===== src/rtl/core/mba_ram.sv =====
// Single write port, single registered read port memory.
`timescale 1ns / 1ps
module mba_ram #(
  parameter int W = 8,
  parameter int D = 64,
  localparam int AW = (D > 1) ? $clog2(D) : 1
) (
  input  logic          clk,
  input  logic          we,
  input  logic [AW-1:0] waddr,
  input  logic [W-1:0]  wdata,
  input  logic [AW-1:0] raddr,
  output logic [W-1:0]  rdata
);

  logic [W-1:0] mem [D];

  always_ff @(posedge clk) begin
    if (we) begin
      mem[waddr] <= wdata;
    end
  end

  always_ff @(posedge clk) begin
    rdata <= mem[raddr];
  end

endmodule


===== config.mk =====
export PLATFORM = sky130hd
export DESIGN_NAME = mba_ram
export DESIGN_NICKNAME = d
export VERILOG_FILES = /design/src/rtl/core/mba_ram.sv
export SDC_FILE = /design/constraint.sdc
export NUM_CORES = 1
export LEC_CHECK = 0
export BUFFER_PORTS_ARGS = -buffer_cell sky130_fd_sc_hd__clkbuf_2
export CAP_MARGIN = 15
export CELL_PAD_IN_SITES_DETAIL_PLACEMENT = 1
export CELL_PAD_IN_SITES_GLOBAL_PLACEMENT = 1
export CORE_ASPECT_RATIO = 1.2
export CORE_MARGIN = 2
export CORE_UTILIZATION = 50
export CTS_BUF_LIST = sky130_fd_sc_hd__clkbuf_2 sky130_fd_sc_hd__clkbuf_4 sky130_fd_sc_hd__clkbuf_8
export CTS_CLUSTER_SIZE = 14
export DETAILED_ROUTE_END_ITERATION = 10
export PLACE_DENSITY_LB_ADDON = 0.08
export SYNTH_ARGS = -nofsm -noshare
export SYNTH_HDL_FRONTEND = slang
export SYNTH_SLANG_ARGS = --single-unit
export TNS_END_PERCENT = 10

===== constraint.sdc =====
create_clock -name clk -period 3.5 [get_ports clk]
set_input_delay 0.35 -clock clk [delete_from_list [all_inputs] [get_ports clk]]
set_output_delay 0.35 -clock clk [all_outputs]
set_load 0.005 [all_outputs]

Yosys cells after proc, flatten, opt, wreduce, memory -nomap -nowiden
Memory sizes are Yosys's and may differ from the RTL's. A register that Yosys moved wholly into a read port is not among the register bits.
Index checks and enable logic that the tools add are counted.
- input port bits: 22
- memories: 1
- output and inout port bits: 8
- bits in writable memories: 512
- word-level logic and storage cells: 3
- register bits after elaboration: 0
- muxes and demuxes: 2
- memories (name ; depth ; bits a word ; read ports ; clocked after Yosys merged registers in ; wr ports ; RTL line ; RTL):
    mem ; 64 ; 8 ; 1 ; 1 ; 1 ; 16 ; logic [W-1:0] mem [D];
- operator list (kind ; count):
    $mux 1 ; 2

Longest topological paths before layout
Gate-level depths: netlist of run 1.
- depth in word-level cells: 2
- gate-level depth with buffers: 9
- mapped depth without buffers: 5

Worst setup path after synthesis of run 1
OpenSTA, ideal clock, no wires.
- path type: input port to flip-flop
- from: in raddr[1]
- to: reg rdata[3] (read register of mem)
- path buffers: 3
- setup time: 128 ps
- path slack: 1482 ps
- required time: 3372 ps
- stages: 7
- arrival: 1890 ps
- cell sequence: buf_4 -> buf_2 -> buf_2 -> mux4_2 -> mux4_2 -> o21ai_1 -> o41ai_1
- RTL lines (what ; RTL line ; RTL):
    start: declaration ; 12 ; input logic [AW-1:0] raddr,
    end: declaration ; 13 ; output logic [W-1:0] rdata

==> results.sh, run 1 <==
export IMPL_finalHoldViolations=0
export IMPL_syn_num_nets=962
export IMPL_ys_seq_elements=520
export IMPL_num_vias=9860
export IMPL_yosysWarnings=0
export IMPL_post_route_worst_setup_slack_ns=1.108
export IMPL_grt_usage_pct=24.30
export IMPL_finClkSkew_ns=0.03430
export IMPL_drc_errors=0
export IMPL_synthCells=940
export IMPL_routed_via_density=6.023
export IMPL_rows=80
export IMPL_p_per_area_nw_per_um2=554.1
export IMPL_place_congestion=0.8353
export IMPL_outcome="finished, final reports clean"
export IMPL_drive_gt1_share_pct=30.62
export IMPL_fin_crit_sh_pct=68.33
export IMPL_clkSlewWorstSetupHoldPaths_ns=0.06
export IMPL_io_pin_count=30
export IMPL_crit_buf_inv=0
export IMPL_slew_viol_final=0
export IMPL_avgRoutedWirePerCell_um=29.83
export IMPL_totalWireLength_um=48830
export IMPL_cts_tree="built"
export IMPL_period_needed_ns=2.392
export IMPL_critPathSlowestCell="nor3_1"
export IMPL_slew_headroom_pct=25.68
export IMPL_cts_buffers=78
export IMPL_critPathMaxFanout=1
export IMPL_die_h_um=224
export IMPL_max_cap_viol_count=0
export IMPL_ctsHoldBuffers=0
export IMPL_p_leak_nw=7.152
export IMPL_combinationalPowerShare_pct=5.2
export IMPL_p_seq_share_pct=55.1
export IMPL_cp_end_kind="flip-flop"
export IMPL_antenna_found_initial=1
export IMPL_finalSetupViolCount=0
export IMPL_synth_area_um2=20170
export IMPL_dpl_cell_count=1497
export IMPL_startpoint_type="flip-flop"
export IMPL_die_w_um=187.3
export IMPL_hpwl_um=31440
export IMPL_dieArea_um2=41960
export IMPL_num_antenna_cells=0
export IMPL_p_int_mw=9.883
export IMPL_nFillCells=3432
export IMPL_critPathTopFamily="multiplexers"
export IMPL_ant_nets=0
export IMPL_dp_slack_ns=0.5478
export IMPL_grt_pass1_wl_um=72600
export IMPL_tightest_slew_ns=1.115
export IMPL_synth_area_per_cell_um2=21.45
export IMPL_crit_chain="mux4_2 > mux2_2 > o221a_2 > nor3_1 > o32ai_1"
export IMPL_critPathKind="reg -> reg"
export IMPL_portBuffers=29
export IMPL_clkLatencyLatePin_ns=0.64
export IMPL_hold_class="in -> reg"
export IMPL_finalNonFillerCells=1637
export IMPL_clockBufferDepth=3
export IMPL_root_buffer="clkbuf_8"
export IMPL_start_util_pct=50.75
export IMPL_rsz0062_at_grt="false"
export IMPL_swShare_pct=21.29
export IMPL_ctsResizeCount=0
export IMPL_syn_to_final_growth_pct=12.37
export IMPL_core_um2=39740
export IMPL_worstPathRequired_ns=3.97
export IMPL_p_clk_share_pct=39.7
export IMPL_grt_start_max_net_pins=45
export IMPL_cpPeakStageDelay_ns=0.59
export IMPL_yosysUniqueCellTypes=40
export IMPL_nNetsFinal=1066
export IMPL_h_tree_depth=3
export IMPL_post_cts_buffers=0
export IMPL_peakVddDrop_mv=0.3317
export IMPL_power_switching_mw=2.674
export IMPL_grt_pass1_vias=10660
export IMPL_ys_seq_area_share_pct=77.03
export IMPL_cts_sinks=520
export IMPL_fmax_mhz=418.1
export IMPL_grt_overflow_total=0
export IMPL_drt_iter0_markers=846
export IMPL_setup_tns_final_ns=0
export IMPL_arrival_ns=2.86
export IMPL_dr_pass1_iters=5
## area by class of cell
type                            instances  area, um2  share of cell area (%)
Clock buffer                          110       1326                   5.852
Sequential cell                       520      15530                   68.55
Timing Repair Buffer                   75      579.3                   2.556
Clock inverter                         30      239.0                   1.055
Multi-Input combinational cell        369       4315                   19.04
Tap cell                              533      666.9                   2.943
## routing by layer
layer	part of all wire [%]	vias up	track usage, %	wire [um]
met5	0	-	0	0
met4	2.6	0	8.909	1261
li1	-	4146	-	-
met1	41	5255	33.36	20030
met2	50	391	39.26	24230
met3	6.8	68	4.684	3311
## placed cells by master, fill, tap and decap left out, types with 7 or more instances in the layout
cell type,n
clkbuf_2,26
mux2i_1,23
mux4_2,126
nor3_1,7
nor2_1,83
nand2_1,19
clkbuf_8,81
dfxtp_1,8
o221ai_1,8
clkbuf_4,30
clkinv_1,18
nand3_1,13
nand2b_1,7
nor2b_1,14
buf_4,42
mux2_2,13
edfxtp_1,512
o22ai_1,8
## power groups by stage
stage / clock network [mW] / logic, mW / registers [mW]
floorplan: 0 / 0.367 / 7.04
global placement: 0 / 0.643 / 7.05
detailed placement: 0 / 0.663 / 7.05
CTS: 5.09 / 0.664 / 6.92
global route: 5.32 / 0.701 / 6.92
finish: 4.98 / 0.657 / 6.92
## metrics by stage
stage                     instance area, um2  utilization (%)  hold slack [ns]  power, mW
after global routing                   22660            57.03           0.2468      12.94
after floorplan                        20170                -           0.4489      7.403
after detailed placement               21100            53.09           0.7633      7.714
after global placement                 21100            53.09           0.7632      7.690
after CTS                              22660            57.03           0.2008      12.68
final                                  22660            57.03           0.2413      12.56
## synth_stat cells
cell type	n	area [um2]
a2111oi_0	2	17.52
a211oi_1	4	30.03
o2111ai_1	3	26.28
buf_4	13	97.59
mux2_2	13	146.4
mux2i_1	23	230.2
nor3_1	7	35.03
mux4_2	126	2838
nand4b_1	1	8.760
o311ai_1	1	8.760
buf_2	11	55.05
nor2_1	83	311.6
o2bb2ai_1	3	26.28
nand3_1	13	65.06
edfxtp_1	512	15370
o21ai_1	2	10.01
dfxtp_1	8	160.2
a221oi_1	6	52.55
o32ai_1	2	17.52
o21a_1	2	15.01
o41ai_1	2	17.52
a22oi_1	3	22.52
a31oi_1	1	6.260
buf_12	2	40.04
o22ai_1	8	50.05
nand4_1	2	12.51
buf_6	4	45.04
o221ai_1	8	70.07
o21ai_0	2	10.01
and2_1	1	6.260
nor4_1	2	12.51
o221a_2	2	22.52
nand2_1	19	71.32
buf_1	4	15.01
nand2b_1	7	43.79
nor2b_1	14	87.58
or3_1	1	6.260
a21oi_1	3	15.01
nand3b_1	3	22.52
clkbuf_1	17	63.81
## state kept, by name (all words and copies together), names as in the netlist
| register | cells |
|---|---|
| rdata | 8 |
| mem | 512 |
## logic make-up (layout without fill, tap and decap cells)
family,after synthesis,count (layout),synth area share [%]
flops,520,520,77.03
buf+inv,51,215,1.570
compound gates,54,54,2.072
mux,162,162,15.94
simple gates,153,153,3.387
## worst paths after layout
check	slack [ns]	depth (start not counted)	startpoint	to
setup / recovery	1.11	5	mem[29][4]	rdata[4]
hold / removal	0.24	2	waddr[1]	mem[48][3]
setup reg to reg	1.11	5	mem[29][4]	rdata[4]
hold reg to reg	0.90	4	mem[34][1]	rdata[1]
## worst register-to-register path, cell delays in order, from the launching register on
cell and delay (ns):
edfxtp_1 0.37, mux4_2 0.48, mux2_2 0.29, o221a_2 0.28, nor3_1 0.59, o32ai_1 0.21
Power figures use the tool's default switching activity.
==> inputs of run 2 (changes only) <==
Clock period 3.5 ns to 1.95 ns, I/O delays scaled along.
==> run 2 against run 1 <==
Worst hold slack worse by 0.18 ns. First-iteration DRC count up 4.7%. Core utilization up 2.4 points. Sequential power up 79%. Clock power up 75%. Register-to-register slack worse by 1.0 ns. Flip-flop and latch count unchanged. Total power up 79%. Critical path type unchanged. Critical endpoint is now rdata[2].
==> results.sh, run 2 (synthesized netlist as in run 1, its figures left out) <==
export IMPL_place_congestion=0.8176
export IMPL_start_util_pct=50.75
export IMPL_finalSetupViolCount=0
export IMPL_drive_gt1_share_pct=36.99
export IMPL_nFillCells=3421
export IMPL_finalHoldViolations=0
export IMPL_gr_usage_met2_pct=41.22
export IMPL_finalNonFillerCells=1744
export IMPL_slew_headroom_pct=67.27
export IMPL_num_vias=10210
export IMPL_power_mw=22.46
export IMPL_num_antenna_cells=0
export IMPL_rr_endpoint="rdata[2]"
export IMPL_die_w_um=187.3
export IMPL_final_cell_mix="edfxtp_1, buf_4, mux4_2"
export IMPL_largest_reg_flops=512
export IMPL_critPathKind="reg -> reg"
export IMPL_critPathSlowestCell="mux4_2"
export IMPL_rsz0062_at_grt="false"
export IMPL_clkSlewWorstSetupHoldPaths_ns=0.06
export IMPL_max_cap_viol_count=0
export IMPL_rows=80
export IMPL_dieArea_um2=41960
export IMPL_p_per_area_nw_per_um2=952.0
export IMPL_drc_errors=0
export IMPL_final_area_um2=23600
export IMPL_hpwl_um=32250
export IMPL_r2r_setup_slack_ns=0.09
export IMPL_critPathMaxFanout=1
export IMPL_cpPeakStageDelay_ns=0.50
export IMPL_ant_nets=0
export IMPL_grt_busiest_layer="met2"
export IMPL_die_h_um=224
export IMPL_h_tree_depth=3
export IMPL_p_leak_nw=7.741
export IMPL_grt_pass1_vias=11190
export IMPL_cts_buffers=80
export IMPL_antenna_found_initial=1
export IMPL_use_met3_pct=4.434
export IMPL_min_delay_path_depth=2
export IMPL_fmax_mhz=536.6
export IMPL_arrival_ns=2.40
export IMPL_reg_top3="mem: 512 flops, rdata: 8 flops"
export IMPL_fin_hold_ws_ns=0.06329
export IMPL_dpl_cell_count=1603
export IMPL_period_needed_ns=1.864
export IMPL_crit_chain="mux4_2 > mux2_2 > a221oi_1 > buf_4 > o2bb2ai_1"
export IMPL_portBuffers=29
export IMPL_drt_iter0_markers=886
export IMPL_slew_viol_final=0
export IMPL_dr_pass1_iters=5
export IMPL_hold_class="in -> reg"
export IMPL_startpoint_type="flip-flop"
export IMPL_peakVddDrop_mv=0.6390
export IMPL_final_common_cell="edfxtp_1"
export IMPL_core_um2=39740
export IMPL_clkLatencyLatePin_ns=0.64
export IMPL_cts_tree="built"
export IMPL_post_route_worst_setup_slack_ns=0.08642
export IMPL_crit_buf_inv=1
export IMPL_grt_start_max_net_pins=65
export IMPL_cts_sinks=520
export IMPL_totalWireLength_um=49860
export IMPL_placed_area_um2=22040
export IMPL_min_to="mem[50][4]"
export IMPL_clockBufferDepth=3
export IMPL_grt_usage_pct=24.77
export IMPL_outcome="finished, final reports clean"
export IMPL_critPathTopFamily="multiplexers"
export IMPL_finClkSkew_ns=0.03402
export IMPL_root_buffer="clkbuf_8"
export IMPL_worstPathRequired_ns=2.48
export IMPL_nNetsFinal=1175
export IMPL_reg2reg_from="mem[47][2]"
export IMPL_cp_end_kind="flip-flop"
export IMPL_reg2regPathDepth=5
export IMPL_grt_overflow_total=0
export IMPL_dp_slack_ns=-0.3084
export IMPL_grt_use_met1_pct=33.36
export IMPL_fin_crit_sh_pct=95.57
export IMPL_io_pin_count=30
export IMPL_min_delay_start="wdata[4]"
export IMPL_grt_pass1_wl_um=74380
export IMPL_syn_to_final_growth_pct=17.01
export IMPL_routed_via_density=5.851
export IMPL_regMostFlops="mem"
export IMPL_avgRoutedWirePerCell_um=28.59
export IMPL_tightest_slew_ns=0.4865
## run 2: how the worst max path moves through the flow
stage / startpoint / endpoint / slack, ns / cells after the start
2_1_floorplan: raddr[1] / rdata[3] / 0.09 / 7
3_3_place_gp: raddr[0] / rdata[4] / -0.35 / 6
3_5_place_dp: raddr[0] / rdata[4] / -0.31 / 6
4_1_cts: mem[24][4] / rdata[4] / 0.02 / 5
5_1_grt: mem[41][1] / rdata[1] / 0.008 / 5
6_report: mem[47][2] / rdata[2] / 0.09 / 5
## run 2: where the power goes
group          internal [mW]  leakage [nW]  switching (mW)
Sequential              12.4          4.67          0.0467
Combinational          0.569          2.26           0.765
Clock                   4.66         0.806            4.05
## run 2: stage by stage
| step | util (%) | TNS [ns] |
|---|---|---|
| global route | 59.38 | 0 |
| global placement | 55.47 | -2.069 |
| detailed placement | 55.47 | -2.107 |
| finish | 59.38 | 0 |
| CTS | 59.37 | 0 |
| floorplan | - | 0 |
## run 2: layout make-up
class	instances	area (um2)	area share, %
Sequential cell	520	15530	65.84
Tap cell	533	666.9	2.826
Timing Repair Buffer	182	1535	6.506
Clock buffer	112	1373	5.817
Multi-Input combinational cell	369	4334	18.37
Clock inverter	28	152.6	0.6469
## run 2: timing repair
action,in CTS,in global routing
pin swaps,1,1
hold endpoints to repair,1,0
resized for setup,3,2
buffers inserted,0,0
setup endpoints to repair,2,3
hold buffers,1,0
## run 2: layer usage
metal	vias to the layer above	part of all wire, %
li1	4354	-
met1	5430	41
met2	351	51
met3	70	6.1
met4	0	2.4
met5	-	0
