[src/rtl/core/mba_find.sv]
// Lowest-index search for an unused block table entry.
`timescale 1ns / 1ps
module mba_find #(
  parameter int N = 64,
  localparam int IW = (N > 1) ? $clog2(N) : 1
) (
  input  logic [N-1:0]  used,
  output logic [IW-1:0] idx,
  output logic          found
);

  always_comb begin
    idx   = '0;
    found = 1'b0;
    // scan downwards so the lowest free entry wins
    for (int i = N - 1; i >= 0; i--) begin
      if (!used[i]) begin
        idx   = IW'(i);
        found = 1'b1;
      end
    end
  end

endmodule

[config.mk]
export PLATFORM = sky130hd
export DESIGN_NAME = mba_find
export DESIGN_NICKNAME = d
export VERILOG_FILES = /design/src/rtl/core/mba_find.sv
export SDC_FILE = /design/constraint.sdc
export NUM_CORES = 1
export LEC_CHECK = 0
export BUFFER_PORTS_ARGS = -buffer_cell sky130_fd_sc_hd__buf_4
export CORE_MARGIN = 2
export CORE_UTILIZATION = 41
export DETAILED_ROUTE_END_ITERATION = 6
export PLACE_DENSITY = 0.86
export SETUP_SLACK_MARGIN = 0.05
export SYNTH_ARGS = -nofsm -noshare
export SYNTH_HDL_FRONTEND = slang
export SYNTH_SLANG_ARGS = --single-unit
[constraint.sdc]
create_clock -name vclk -period 1.4
set_input_delay 0.14 -clock vclk [all_inputs]
set_output_delay 0.14 -clock vclk [all_outputs]
set_load 0.05 [all_outputs]
==> out/results.env, run 1 <==
OUTCOME='stopped before the end'
HALTSTAGE='4_1_cts'
ERROR_MESSAGE='[ERROR DPL-0038] Utilization greater than 100%, impossible to legalize'
SYN-MEAN-INSTANCE-AREA_UM2=5.68
CHIPHEIGHT_UM=48.7
REGISTER_AREA_SHARE_AFTER_SYNTHESIS_PCT=0
TOP_LEVEL_PORTS=71
HOLD_BUFFERS=0
START_UTIL_PCT=42.6
PLACEMENTROWS=16
GLOBALPLACE.CONGESTION=0.874
NUMBER_OF_WARNINGS_REPORTED_IN_THE_YOSYS_SYNTHESIS_LOG=0
DIE_BOUNDARY_WIDTH_UM=48.7
NET_COUNT_OF_THE_MAPPED_NETLIST=208
DETAILED_PLACE_HPWL_UM=3820
SYNTH_AREA_UM2=818
POST_CTS.REPAIR.SETUP_BUFFERS=1
IO_BUFFERS=71
SYNTH_CELLS=144
SYNTH.LIB_CELLS_USED.DISTINCT=33
CTS_RESIZED=41
logic make-up after synthesis:
logic type / after synthesis / share of synthesized area [%]
simple gates: 81 / 52.1
compound gates: 51 / 42.4
buf+inv: 12 / 5.50
Yosys cell counts (all sizes together):
library cell	instances	area [µm²]
a221oi	1	8.76
a311o	1	10.0
a2111oi	2	17.5
o41ai	2	25.0
a211oi	2	15.0
and4	3	26.3
o221ai	1	8.76
a41o	1	10.0
nor2b	5	31.3
and3	3	18.8
a21oi	11	55.1
a31oi	5	31.3
and2b	1	7.51
a311oi	2	17.5
nand3	10	50.1
nor4	3	18.8
o2111ai	1	8.76
o211ai	3	22.5
or3	1	6.26
o21ai	11	55.1
a21boi	4	30.0
or2	1	6.26
nor2	7	26.3
nand2b	4	25.0
o311ai	1	8.76
nand2	23	86.3
inv	12	45.0
nand4	14	93.8
a21o	1	7.51
o31ai	2	15.0
nor3	6	30.0
through the flow:
| stage | TNS (ns) | setup slack (ns) | util [%] | cells | cell area [µm²] |
|---|---|---|---|---|---|
| 2_1_floorplan | -0.265 | -0.128 | - | 144 | 901 |
| 3_3_place_gp | -1.08 | -0.283 | 92.8 | 284 | 1780 |
| 3_5_place_dp | -1.38 | -0.399 | 92.8 | 284 | 1780 |
==> run 2, diff against run 1 <==
- CORE_AREA: default -> 2 2 63 65
- CORE_MARGIN: 2 -> default
- CORE_UTILIZATION: 41 -> default
- DIE_AREA: default -> 0 0 65 67
- PLACE_DENSITY: 0.86 -> default
- PLACE_DENSITY_LB_ADDON: default -> 0.15
- SETUP_SLACK_MARGIN: 0.05 -> default
==> run 2 against run 1 <==
  * The flow now finishes, with violations (setup timing)
  * Synthesized cell count did not move
  * Area after synthesis is the same
==> out/results.env, run 2 <==
OUTCOME='finished with violations'  # was stopped before the end
VIOLATIONS_IN_THE_FINAL_REPORTS='setup timing'
DP_CELLS=303  # was 284
DIE_BOUNDARY_WIDTH_UM=65  # was 48.7 µm
POWER.INTERNAL_mW=0.267
NET_COUNT_OF_THE_MAPPED_NETLIST=208  # unchanged
SLEW_HEADROOM_PCT=74.9
GROUTE.USAGE.OVERALL_PCT=16.9
CORE-AREA_UM2=3610
FINAL_NET_COUNT=326
CRIT_ARRIVAL_NS=1.38
POWERDENSITY_nW_PER_UM2=224
FINISH.CELL_COUNT_WITHOUT_FILLERS=308
CRITICAL_PATH_START_END_CLASSIFICATION='in2out'
NUMBER_OF_WARNINGS_REPORTED_IN_THE_YOSYS_SYNTHESIS_LOG=0  # unchanged
CONGESTION_OVERFLOW_GR=0
FILLERS=363
STATIC-LEAKAGE-POWER_nW=0.906
REPORT.FINAL.SETUP_VIOL=7
DRIVE_ABOVE_1_SHARE_PCT=57.3
NETLIST_TOP_CELLS_COUNT='nand2_1 (23), nand4_1 (13), inv_1 (12)'  # unchanged
HOLD_VIOL_FINAL=0
TIGHTESTPINTRANSITION_NS=0.373
START_UTIL_PCT=22.7  # was 42.6%
CRIT_FANOUT=2
PLACEMENTROWS=22  # was 16
ROUTE.FINAL.WIRE_LENGTH_UM=3770
TIMING.FMAX_MHz=659
TOP_LEVEL_PORTS=71  # unchanged
NET-SWITCHING-POWER_mW=0.199
AVGROUTEDWIREPERCELL_UM=12.2
SYN-MEAN-INSTANCE-AREA_UM2=5.68  # unchanged
YOSYSTOPAREACELLSHARE_PCT=10.6  # unchanged
AREA_GROWTH_PCT=154
HOLD_BUFFERS=0  # unchanged
CLOCK_POWER_SHARE_PCT=0
P_COMB_SHARE_PCT=100.0
VIA_COUNT=1569
MIN-DELAY-PATH-CLASS='in2out'
SYNTH.LIB_CELLS_USED.DISTINCT=33  # unchanged
GRT_PASS1_VIAS=1478
TOTAL_POWER_mW=0.467
POST-ROUTE-DRC-COUNT=0
SYNTH.TOP_CELLS.BY_AREA='nand2_1 (11%), nand4_1 (9.9%), a21oi_1 (6.7%)'  # unchanged
SWITCHING_SHARE_OF_TOTAL_POWER_PCT=42.7
SYNTH_MOST_COMMON_CELL='nand2_1'  # unchanged
FINALWORSTSETUPSLACK_NS=-0.118
DIE-AREA_UM2=4360
SYNTH_CELLS=144  # unchanged
FINALSETUPTNS_NS=-0.490
DRT-PASS1-ITER-COUNT=4
LAYOUT.CELLS.MOST_COMMON='buf_4'
LAYOUT_MIN_CYCLE_TIME_NS=1.52
TIMING.FINAL.CRIT_SHARE_PCT=108
ANTENNA_VIOLATING_NETS_POST_ROUTE=0
REGISTER_AREA_SHARE_AFTER_SYNTHESIS_PCT=0  # unchanged
NUMBER_OF_ANTENNA_VIOLATIONS_AT_THE_FIRST_CHECK_IN_GLOBAL_ROUTING=0
WORST_SETUP_PATH_END_KIND='output port'
IO_BUFFERS=71  # unchanged
LAYOUT.AREA.SEQ_UM2=0
POWER.SEQUENTIAL.FRACTION_PCT=0
SYNTH_TOP_CELL_BY_AREA='nand2_1'  # unchanged
TIMING.MAX_CAP.VIOLATIONS=0
CRITPATHLAUNCHTYPE='input pin'
ANTENNA-DIODE-COUNT=0
DETAILEDPLACE.WORSTSLACK_NS=-0.341  # was -0.399 ns
REQUIRED_NS=1.26
CLOCK_BUFFER_COUNT=0
DETAILED_PLACE_HPWL_UM=3130  # was 3820 µm
TIMING_MAX_TRANSITION_VIOLATIONS_FINAL=0
DETAIL_ROUTE.ITER0.VIOLATIONS=71
IR_DROP_V=0.0000906
CHIPHEIGHT_UM=67  # was 48.7 µm
GRT_SETUP_UNREPAIRED='true'
DESIGN.SEQ.COUNT=0
SYNTH_AREA_UM2=818  # unchanged
GRT_PASS1_WL_UM=6100
VIAS_PER_CELL=5.09
GLOBALPLACE.CONGESTION=0.872  # was 0.874
GRT_MAX_DEGREE=6
MOSTFREQUENTLAYOUTCELLS='buf_4 (87), buf_6 (25), nand2_1 (21)'
## run 2: power by group through the flow
stage | Clock, mW | Combinational (mW) | Sequential [mW]
finish | 0 | 0.467 | 0
global route | 0 | 0.507 | 0
CTS | 0 | 0.430 | 0
detailed placement | 0 | 0.394 | 0
global placement | 0 | 0.394 | 0
floorplan | 0 | 0.112 | 0
## run 2: stage by stage
| stage | cell area, µm² | hold slack, ns | util (%) |
|---|---|---|---|
| final | 2080 | 0.780 | 57.7 |
| after global routing | 2080 | 0.812 | 57.7 |
| after CTS | 1950 | 0.784 | 54.0 |
| after detailed placement | 1790 | 0.844 | 49.5 |
| after global placement | 1790 | 0.844 | 49.5 |
| after floorplan | 892 | 0.517 | - |
## run 2: worst max-delay path: stages
cell	delay [ns]
buf_6	0.07
and3_4	0.16
o211ai_1	0.14
a2111oi_2	0.40
o41ai_2	0.13
a31oi_4	0.16
buf_6	0.17
## run 2: routing by layer
metal / track usage (%) / part of all wire, %
met4: 1.60 / 1.1
met3: 0.845 / 6.2
met1: 22.2 / 44
met5: 0 / 0
met2: 31.3 / 49
## run 2: final timing paths
check | from | endpoint | slack [ns] | cells past startpoint
setup / recovery | used[12] | idx[0] | -0.12 | 7
hold / removal | used[2] | idx[0] | 0.78 | 6
## run 2: final cells by class
type	count	area [µm²]	area share (%)
inverter	12	45.0	2.17
multi-input combinational	132	980	47.1
tap	48	60.1	2.89
timing repair buffer	116	995	47.8
## run 2: cell families after synthesis
kind of cell / after synthesis / share of synthesized area, %
compound gates: 51 / 42.4
buf+inv: 12 / 5.50
simple gates: 81 / 52.1
## run 2: repair_timing
item | CTS | global route
endpoints found under the setup margin | 7 | 7
buffers inserted | 2 | 3
gates resized for setup | 41 | 28
pin swaps | 24 | 17
No activity file was read; power rests on OpenSTA's default activity.
==> run 3, diff against run 2 <==
- TNS_END_PERCENT: default -> 30
==> run 3 against run 2 <==
  * The run still ends with setup timing left
  * Setup slack worse by 0.010 ns
  * Critical path depth is the same
  * Combinational power decreased by 12%
  * Via count shrank 5.0%
  * Fmax shrank 0.66%
  * Final cell count shrank 2.6%
  * Core utilization down 5.0 points
==> out/results.env, run 3 (synthesized netlist as in run 2, its figures left out) <==
DRIVE_ABOVE_1_SHARE_PCT=52.8  # was 57.3%
LAYOUT_MIN_CYCLE_TIME_NS=1.53  # was 1.52 ns
NUMBER_OF_CELLS_ON_THE_CRITICAL_PATH=7  # unchanged
DETAILED_PLACE_HPWL_UM=3060  # was 3130 µm
POST-ROUTE-DRC-COUNT=0  # unchanged
FINALWORSTSETUPSLACK_NS=-0.128  # was -0.118 ns
VIAS_PER_CELL=4.97  # was 5.09
HOLD_BUFFERS=0  # unchanged
LAYOUT.CELLS.MOST_COMMON='buf_4'  # unchanged
IR_DROP_V=0.0000875  # was 0.0000906 V
AVGROUTEDWIREPERCELL_UM=11.7  # was 12.2 µm
REPORT.FINAL.SETUP_VIOL=7  # unchanged
TIGHTESTPINTRANSITION_NS=0.342  # was 0.373 ns
KIND_OF_CELL_WITH_THE_HIGHEST_COMBINED_DELAY_ON_THE_CRITICAL_PATH='compound AO/OA/AOI/OAI gates'  # unchanged
HOLD_VIOL_FINAL=0  # unchanged
WORSTPATHCELLLIST='buf_4 > and3_1 > o211ai_1 > a2111oi_2 > o41ai_2 > a31oi_2 > buf_6'  # was buf_6 > and3_4 > o211ai_1 > a2111oi_2 > o41ai_2 > a31oi_4 > buf_6
TIMING.FINAL.CRIT_SHARE_PCT=109  # was 108%
WORST_SETUP_PATH_END_KIND='output port'  # unchanged
IO_BUFFERS=71  # unchanged
GLOBALPLACE.CONGESTION=0.780  # was 0.872
CRIT_FANOUT=4  # was 2
CRITPATHLAUNCHTYPE='input pin'  # unchanged
SLOWEST_STAGE_DELAY_ON_CRITICAL_PATH_NS=0.37  # was 0.40 ns
CLOCK_BUFFER_COUNT=0  # unchanged
POWERDENSITY_nW_PER_UM2=217  # was 224 nW/µm²
NUMBER_OF_ANTENNA_VIOLATIONS_AT_THE_FIRST_CHECK_IN_GLOBAL_ROUTING=0  # unchanged
CRITICAL_PATH_START_END_CLASSIFICATION='in2out'  # unchanged
TIMING.MAX_CAP.VIOLATIONS=0  # unchanged
MOSTFREQUENTLAYOUTCELLS='buf_4 (93), nand2_1 (21), buf_6 (14)'  # was buf_4 (87), buf_6 (25), nand2_1 (21)
ANTENNA-DIODE-COUNT=0  # unchanged
OUTCOME='finished with violations'  # unchanged
FINALSETUPTNS_NS=-0.463  # was -0.490 ns
POST_CTS.REPAIR.SETUP_BUFFERS=0  # was 2
TIMING.FMAX_MHz=654  # was 659 MHz
PLACE_AREA_UM2=1740  # was 1790 µm²
START_UTIL_PCT=22.7  # unchanged
SLOWEST_STAGE='a2111oi_2'  # unchanged
CONGESTION_OVERFLOW_GR=0  # unchanged
DRT-PASS1-ITER-COUNT=4  # unchanged
REQUIRED_NS=1.26  # about the same
VIA_COUNT=1491  # was 1569
MIN_DELAY_WORST_ENDPOINT='idx[0]'  # unchanged
PLACEMENTROWS=22  # unchanged
CORE-AREA_UM2=3610  # unchanged
CRIT_ARRIVAL_NS=1.39  # was 1.38 ns
TOTAL_POWER_mW=0.412  # was 0.467 mW
DIE_BOUNDARY_WIDTH_UM=65  # unchanged
GRT_PASS1_WL_UM=5950  # was 6100 µm
DP_CELLS=300  # was 303
FINAL.HOLD.WORST_SLACK_NS=0.778  # was 0.780 ns
ROUTE.FINAL.WIRE_LENGTH_UM=3510  # was 3770 µm
GRT_SETUP_UNREPAIRED='true'  # unchanged
MIN-DELAY-START='used[2]'  # unchanged
DESIGN.SEQ.COUNT=0  # unchanged
ANTENNA_VIOLATING_NETS_POST_ROUTE=0  # unchanged
TOP_LEVEL_PORTS=71  # unchanged
SLEW_HEADROOM_PCT=77.1  # was 74.9%
STATIC-LEAKAGE-POWER_nW=0.837  # was 0.906 nW
HOLD_DEPTH=6  # unchanged
CHIPHEIGHT_UM=67  # unchanged
AREA_GROWTH_PCT=132  # was 154%
LAYOUT.AREA.SEQ_UM2=0  # unchanged
DIE-AREA_UM2=4360  # unchanged
VIOLATIONS_IN_THE_FINAL_REPORTS='setup timing'  # unchanged
TIMING_MAX_TRANSITION_VIOLATIONS_FINAL=0  # unchanged
GROUTE.USAGE.OVERALL_PCT=16.4  # was 16.9%
DETAIL_ROUTE.ITER0.VIOLATIONS=39  # was 71
GRT_MAX_DEGREE=6  # unchanged
MIN-DELAY-PATH-CLASS='in2out'  # unchanged
FINAL_NET_COUNT=318  # was 326
FINISH.CELL_COUNT_WITHOUT_FILLERS=300  # was 308
DESIGN_AREA_UM2=1900  # was 2080 µm²
GRT_PASS1_VIAS=1433  # was 1478
TIMING.CRITICAL_PATH.BUF_INV=2  # unchanged
run 3: changes by cell type in the layout (fill, tap and decap cells not counted), moves of 2 or more:
cell and delta:
o21ai_0 +2, buf_6 -11, inv_2 -3, inv_1 +3, buf_8 -3, buf_4 +6
run 3: cell type report:
type                            instances  area (µm²)
Fill cell                             368        1710
Inverter                               12        45.0
Multi-Input combinational cell        132         922
Tap cell                               48        60.1
Timing Repair Buffer                  108         871
run 3: report_power, final:
group | switching, mW | leakage [nW] | internal (mW) | total, mW
registers | 0 | 0 | 0 | 0
clock network | 0 | 0 | 0 | 0
logic | 0.180 | 0.837 | 0.233 | 0.412
run 3: routing by layer:
| layer | vias to the layer above | global-route usage, % | part of all wire (%) |
|---|---|---|---|
| li1 | 788 | - | - |
| met1 | 658 | 20.9 | 45 |
| met2 | 45 | 31.1 | 49 |
| met3 | 0 | 1.86 | 6.4 |
| met4 | 0 | 0 | 0 |
| met5 | - | 0 | 0 |
run 3: worst max path at each step:
stage	start	endpoint	slack, ns
finish	used[10]	idx[0]	-0.13
global route	used[10]	idx[0]	-0.19
CTS	used[10]	idx[0]	-0.14
detailed placement	used[35]	idx[0]	-0.30
global placement	used[35]	idx[0]	-0.34
floorplan	used[0]	idx[1]	-0.14
run 3: what timing repair did:
action                     CTS  global route
hold endpoints to repair     0             0
gates cloned                 0             0
pin swaps                   16             9
setup endpoints to repair    7             7
gates resized for setup     31            10
run 3: through the flow:
stage	utilization, %	worst slack (ns)
3_3_place_gp	48.2	-0.342
4_1_cts	51.5	-0.138
2_1_floorplan	-	-0.144
3_5_place_dp	48.2	-0.303
5_1_grt	52.6	-0.189
6_report	52.6	-0.128
run 3: worst min-delay path, cell delays in order:
cell,delay [ns]
buf_4,0.12
inv_1,0.04
a21boi_0,0.09
o41ai_2,0.06
a31oi_2,0.04
buf_6,0.14
==> run 4, diff against run 3 <==
- CELL_PAD_IN_SITES_DETAIL_PLACEMENT: default -> 1
- CELL_PAD_IN_SITES_GLOBAL_PLACEMENT: default -> 1
==> run 4 against run 3 <==
  * The run still ends with setup timing left
  * Total power up 9.3%
  * Largest power group unchanged
  * First-iteration DRC count up 77%
  * Core utilization up 2.0 points
  * Routed wire length up 29%
  * Die area unchanged
  * Final cell count up 4.7%
  * Global-route usage up 4.2 points
  * Sequential share of layout area unchanged
  * Fmax down 6.6%
  * Count of clock-buffer cells in the layout unchanged
==> out/results.env, run 4 (synthesized netlist as in run 2, its figures left out) <==
OUTCOME='finished with violations'  # unchanged
VIOLATIONS_IN_THE_FINAL_REPORTS='setup timing'  # unchanged
GROUTE.USAGE.OVERALL_PCT=20.6  # was 16.4%
TIGHTESTPINTRANSITION_NS=0.425  # was 0.342 ns
TIMING.MAX_CAP.VIOLATIONS=0  # unchanged
MOSTFREQUENTLAYOUTCELLS='buf_4 (109), nand2_1 (20), nand4_1 (13), buf_6 (13), inv_1 (12)'  # was buf_4 (93), nand2_1 (21), buf_6 (14)
DETAILED_PLACE_HPWL_UM=3830  # was 3060 µm
LAYOUT.CELLS.MOST_COMMON='buf_4'  # unchanged
TIMING.CRITICAL_PATH.BUF_INV=3  # was 2
DIE_BOUNDARY_WIDTH_UM=65  # unchanged
TIMING_MAX_TRANSITION_VIOLATIONS_FINAL=0  # unchanged
FINALWORSTSETUPSLACK_NS=-0.236  # was -0.128 ns
SLEW_HEADROOM_PCT=71.5  # was 77.1%
FINAL_NET_COUNT=332  # was 318
DRT-PASS1-ITER-COUNT=4  # unchanged
GRT_SETUP_UNREPAIRED='true'  # unchanged
CLOCK_BUFFER_COUNT=0  # unchanged
CRIT_ARRIVAL_NS=1.50  # was 1.39 ns
AVGROUTEDWIREPERCELL_UM=14.4  # was 11.7 µm
VIAS_PER_CELL=5.22  # was 4.97
POST-ROUTE-DRC-COUNT=0  # unchanged
KIND_OF_CELL_WITH_THE_HIGHEST_COMBINED_DELAY_ON_THE_CRITICAL_PATH='compound AO/OA/AOI/OAI gates'  # unchanged
GRT_PASS1_VIAS=1748  # was 1433
IO_BUFFERS=71  # unchanged
IR_DROP_V=0.0000913  # was 0.0000875 V
AREA_GROWTH_PCT=141  # was 132%
TIMING.FINAL.CRIT_SHARE_PCT=117  # was 109%
DESIGN_AREA_UM2=1970  # was 1900 µm²
GRT_MAX_DEGREE=6  # unchanged
REQUIRED_NS=1.26  # about the same
HOLD_VIOL_FINAL=0  # unchanged
STATIC-LEAKAGE-POWER_nW=0.895  # was 0.837 nW
DESIGN.SEQ.COUNT=0  # unchanged
POWERDENSITY_nW_PER_UM2=229  # was 217 nW/µm²
LAYOUT_MIN_CYCLE_TIME_NS=1.64  # was 1.53 ns
CONGESTION_OVERFLOW_GR=0  # unchanged
FILLERS=483  # was 368
LAYOUT.AREA.SEQ_UM2=0  # unchanged
GRT_PASS1_WL_UM=7310  # was 5950 µm
PLACEMENTROWS=22  # unchanged
DETAIL_ROUTE.ITER0.VIOLATIONS=69  # was 39
WORSTPATHCELLLIST='buf_4 > and3_1 > o211ai_1 > a211oi_1 > o41ai_1 > buf_4 > a31oi_2 > buf_6'  # was buf_4 > and3_1 > o211ai_1 > a2111oi_2 > o41ai_2 > a31oi_2 > buf_6
PATH_COMMON_CELL='buf_4'
ANTENNA-DIODE-COUNT=0  # unchanged
ROUTE.FINAL.WIRE_LENGTH_UM=4520  # was 3510 µm
SLOWEST_STAGE_DELAY_ON_CRITICAL_PATH_NS=0.33  # was 0.37 ns
CRIT_FANOUT=2  # was 4
NUMBER_OF_ANTENNA_VIOLATIONS_AT_THE_FIRST_CHECK_IN_GLOBAL_ROUTING=0  # unchanged
GLOBALPLACE.CONGESTION=0.795  # was 0.780
FINAL.HOLD.WORST_SLACK_NS=0.813  # was 0.778 ns
CORE-AREA_UM2=3610  # unchanged
SLOWEST_STAGE='a211oi_1'  # was a2111oi_2
WORST_SETUP_PATH_END_KIND='output port'  # unchanged
ANTENNA_VIOLATING_NETS_POST_ROUTE=0  # unchanged
MIN-DELAY-PATH-CLASS='in2out'  # unchanged
START_UTIL_PCT=22.7  # unchanged
HOLD_BUFFERS=0  # unchanged
REPORT.FINAL.SETUP_VIOL=7  # unchanged
VIA_COUNT=1640  # was 1491
CRITICAL_PATH_START_END_CLASSIFICATION='in2out'  # unchanged
AREA_USED_BY_MULTI_INPUT_COMBINATIONAL_LOGIC_UM2=900  # was 922 µm²
DETAILEDPLACE.WORSTSLACK_NS=-0.322  # was -0.303 ns
TIMING.FMAX_MHz=611  # was 654 MHz
CHIPHEIGHT_UM=67  # unchanged
CRITPATHLAUNCHTYPE='input pin'  # unchanged
DIE-AREA_UM2=4360  # unchanged
DRIVE_ABOVE_1_SHARE_PCT=54.5  # was 52.8%
TOP_LEVEL_PORTS=71  # unchanged
PLACE_AREA_UM2=1840  # was 1740 µm²
-- run 4: area by class of cell --
type | instances | area share, %
multi-input combinational | 132 | 45.7
tap | 48 | 3.05
inverter | 12 | 2.29
timing repair buffer | 122 | 49.0
-- run 4: metrics by stage --
step	setup TNS, ns	instances	utilization (%)	power, mW
after detailed placement	-1.28	314	51.1	0.422
after CTS	-0.808	314	54.1	0.443
after global placement	-1.40	314	51.1	0.403
final	-0.962	314	54.6	0.451
after floorplan	-0.634	144	-	0.107
after global routing	-1.42	314	54.6	0.490
-- run 4: repair_timing --
action,CTS,global route
pin swaps,13,1
gates resized for setup,30,6
buffers inserted,0,0
hold endpoints to repair,0,0
cloned,0,0
endpoints found under the setup margin,7,7
-- run 4: worst paths after layout --
path | startpoint | end | cells after the start
worst max-delay path | used[12] | idx[0] | 8
worst min-delay path | used[18] | idx[1] | 4
-- run 4: power breakdown --
part	internal (mW)	switching (mW)	total, mW	leakage, nW
registers	0	0	0	0
logic	0.253	0.198	0.451	0.895
clock network	0	0	0	0
total	0.253	0.198	0.451	0.895
-- run 4: routing by layer --
metal	up-vias	GRT usage, %	part of all wire (%)
met5	-	0	0
met4	0	5.05	1.7
met3	10	1.69	4.5
met2	49	40.5	53
met1	766	23.6	41
li1	815	-	-
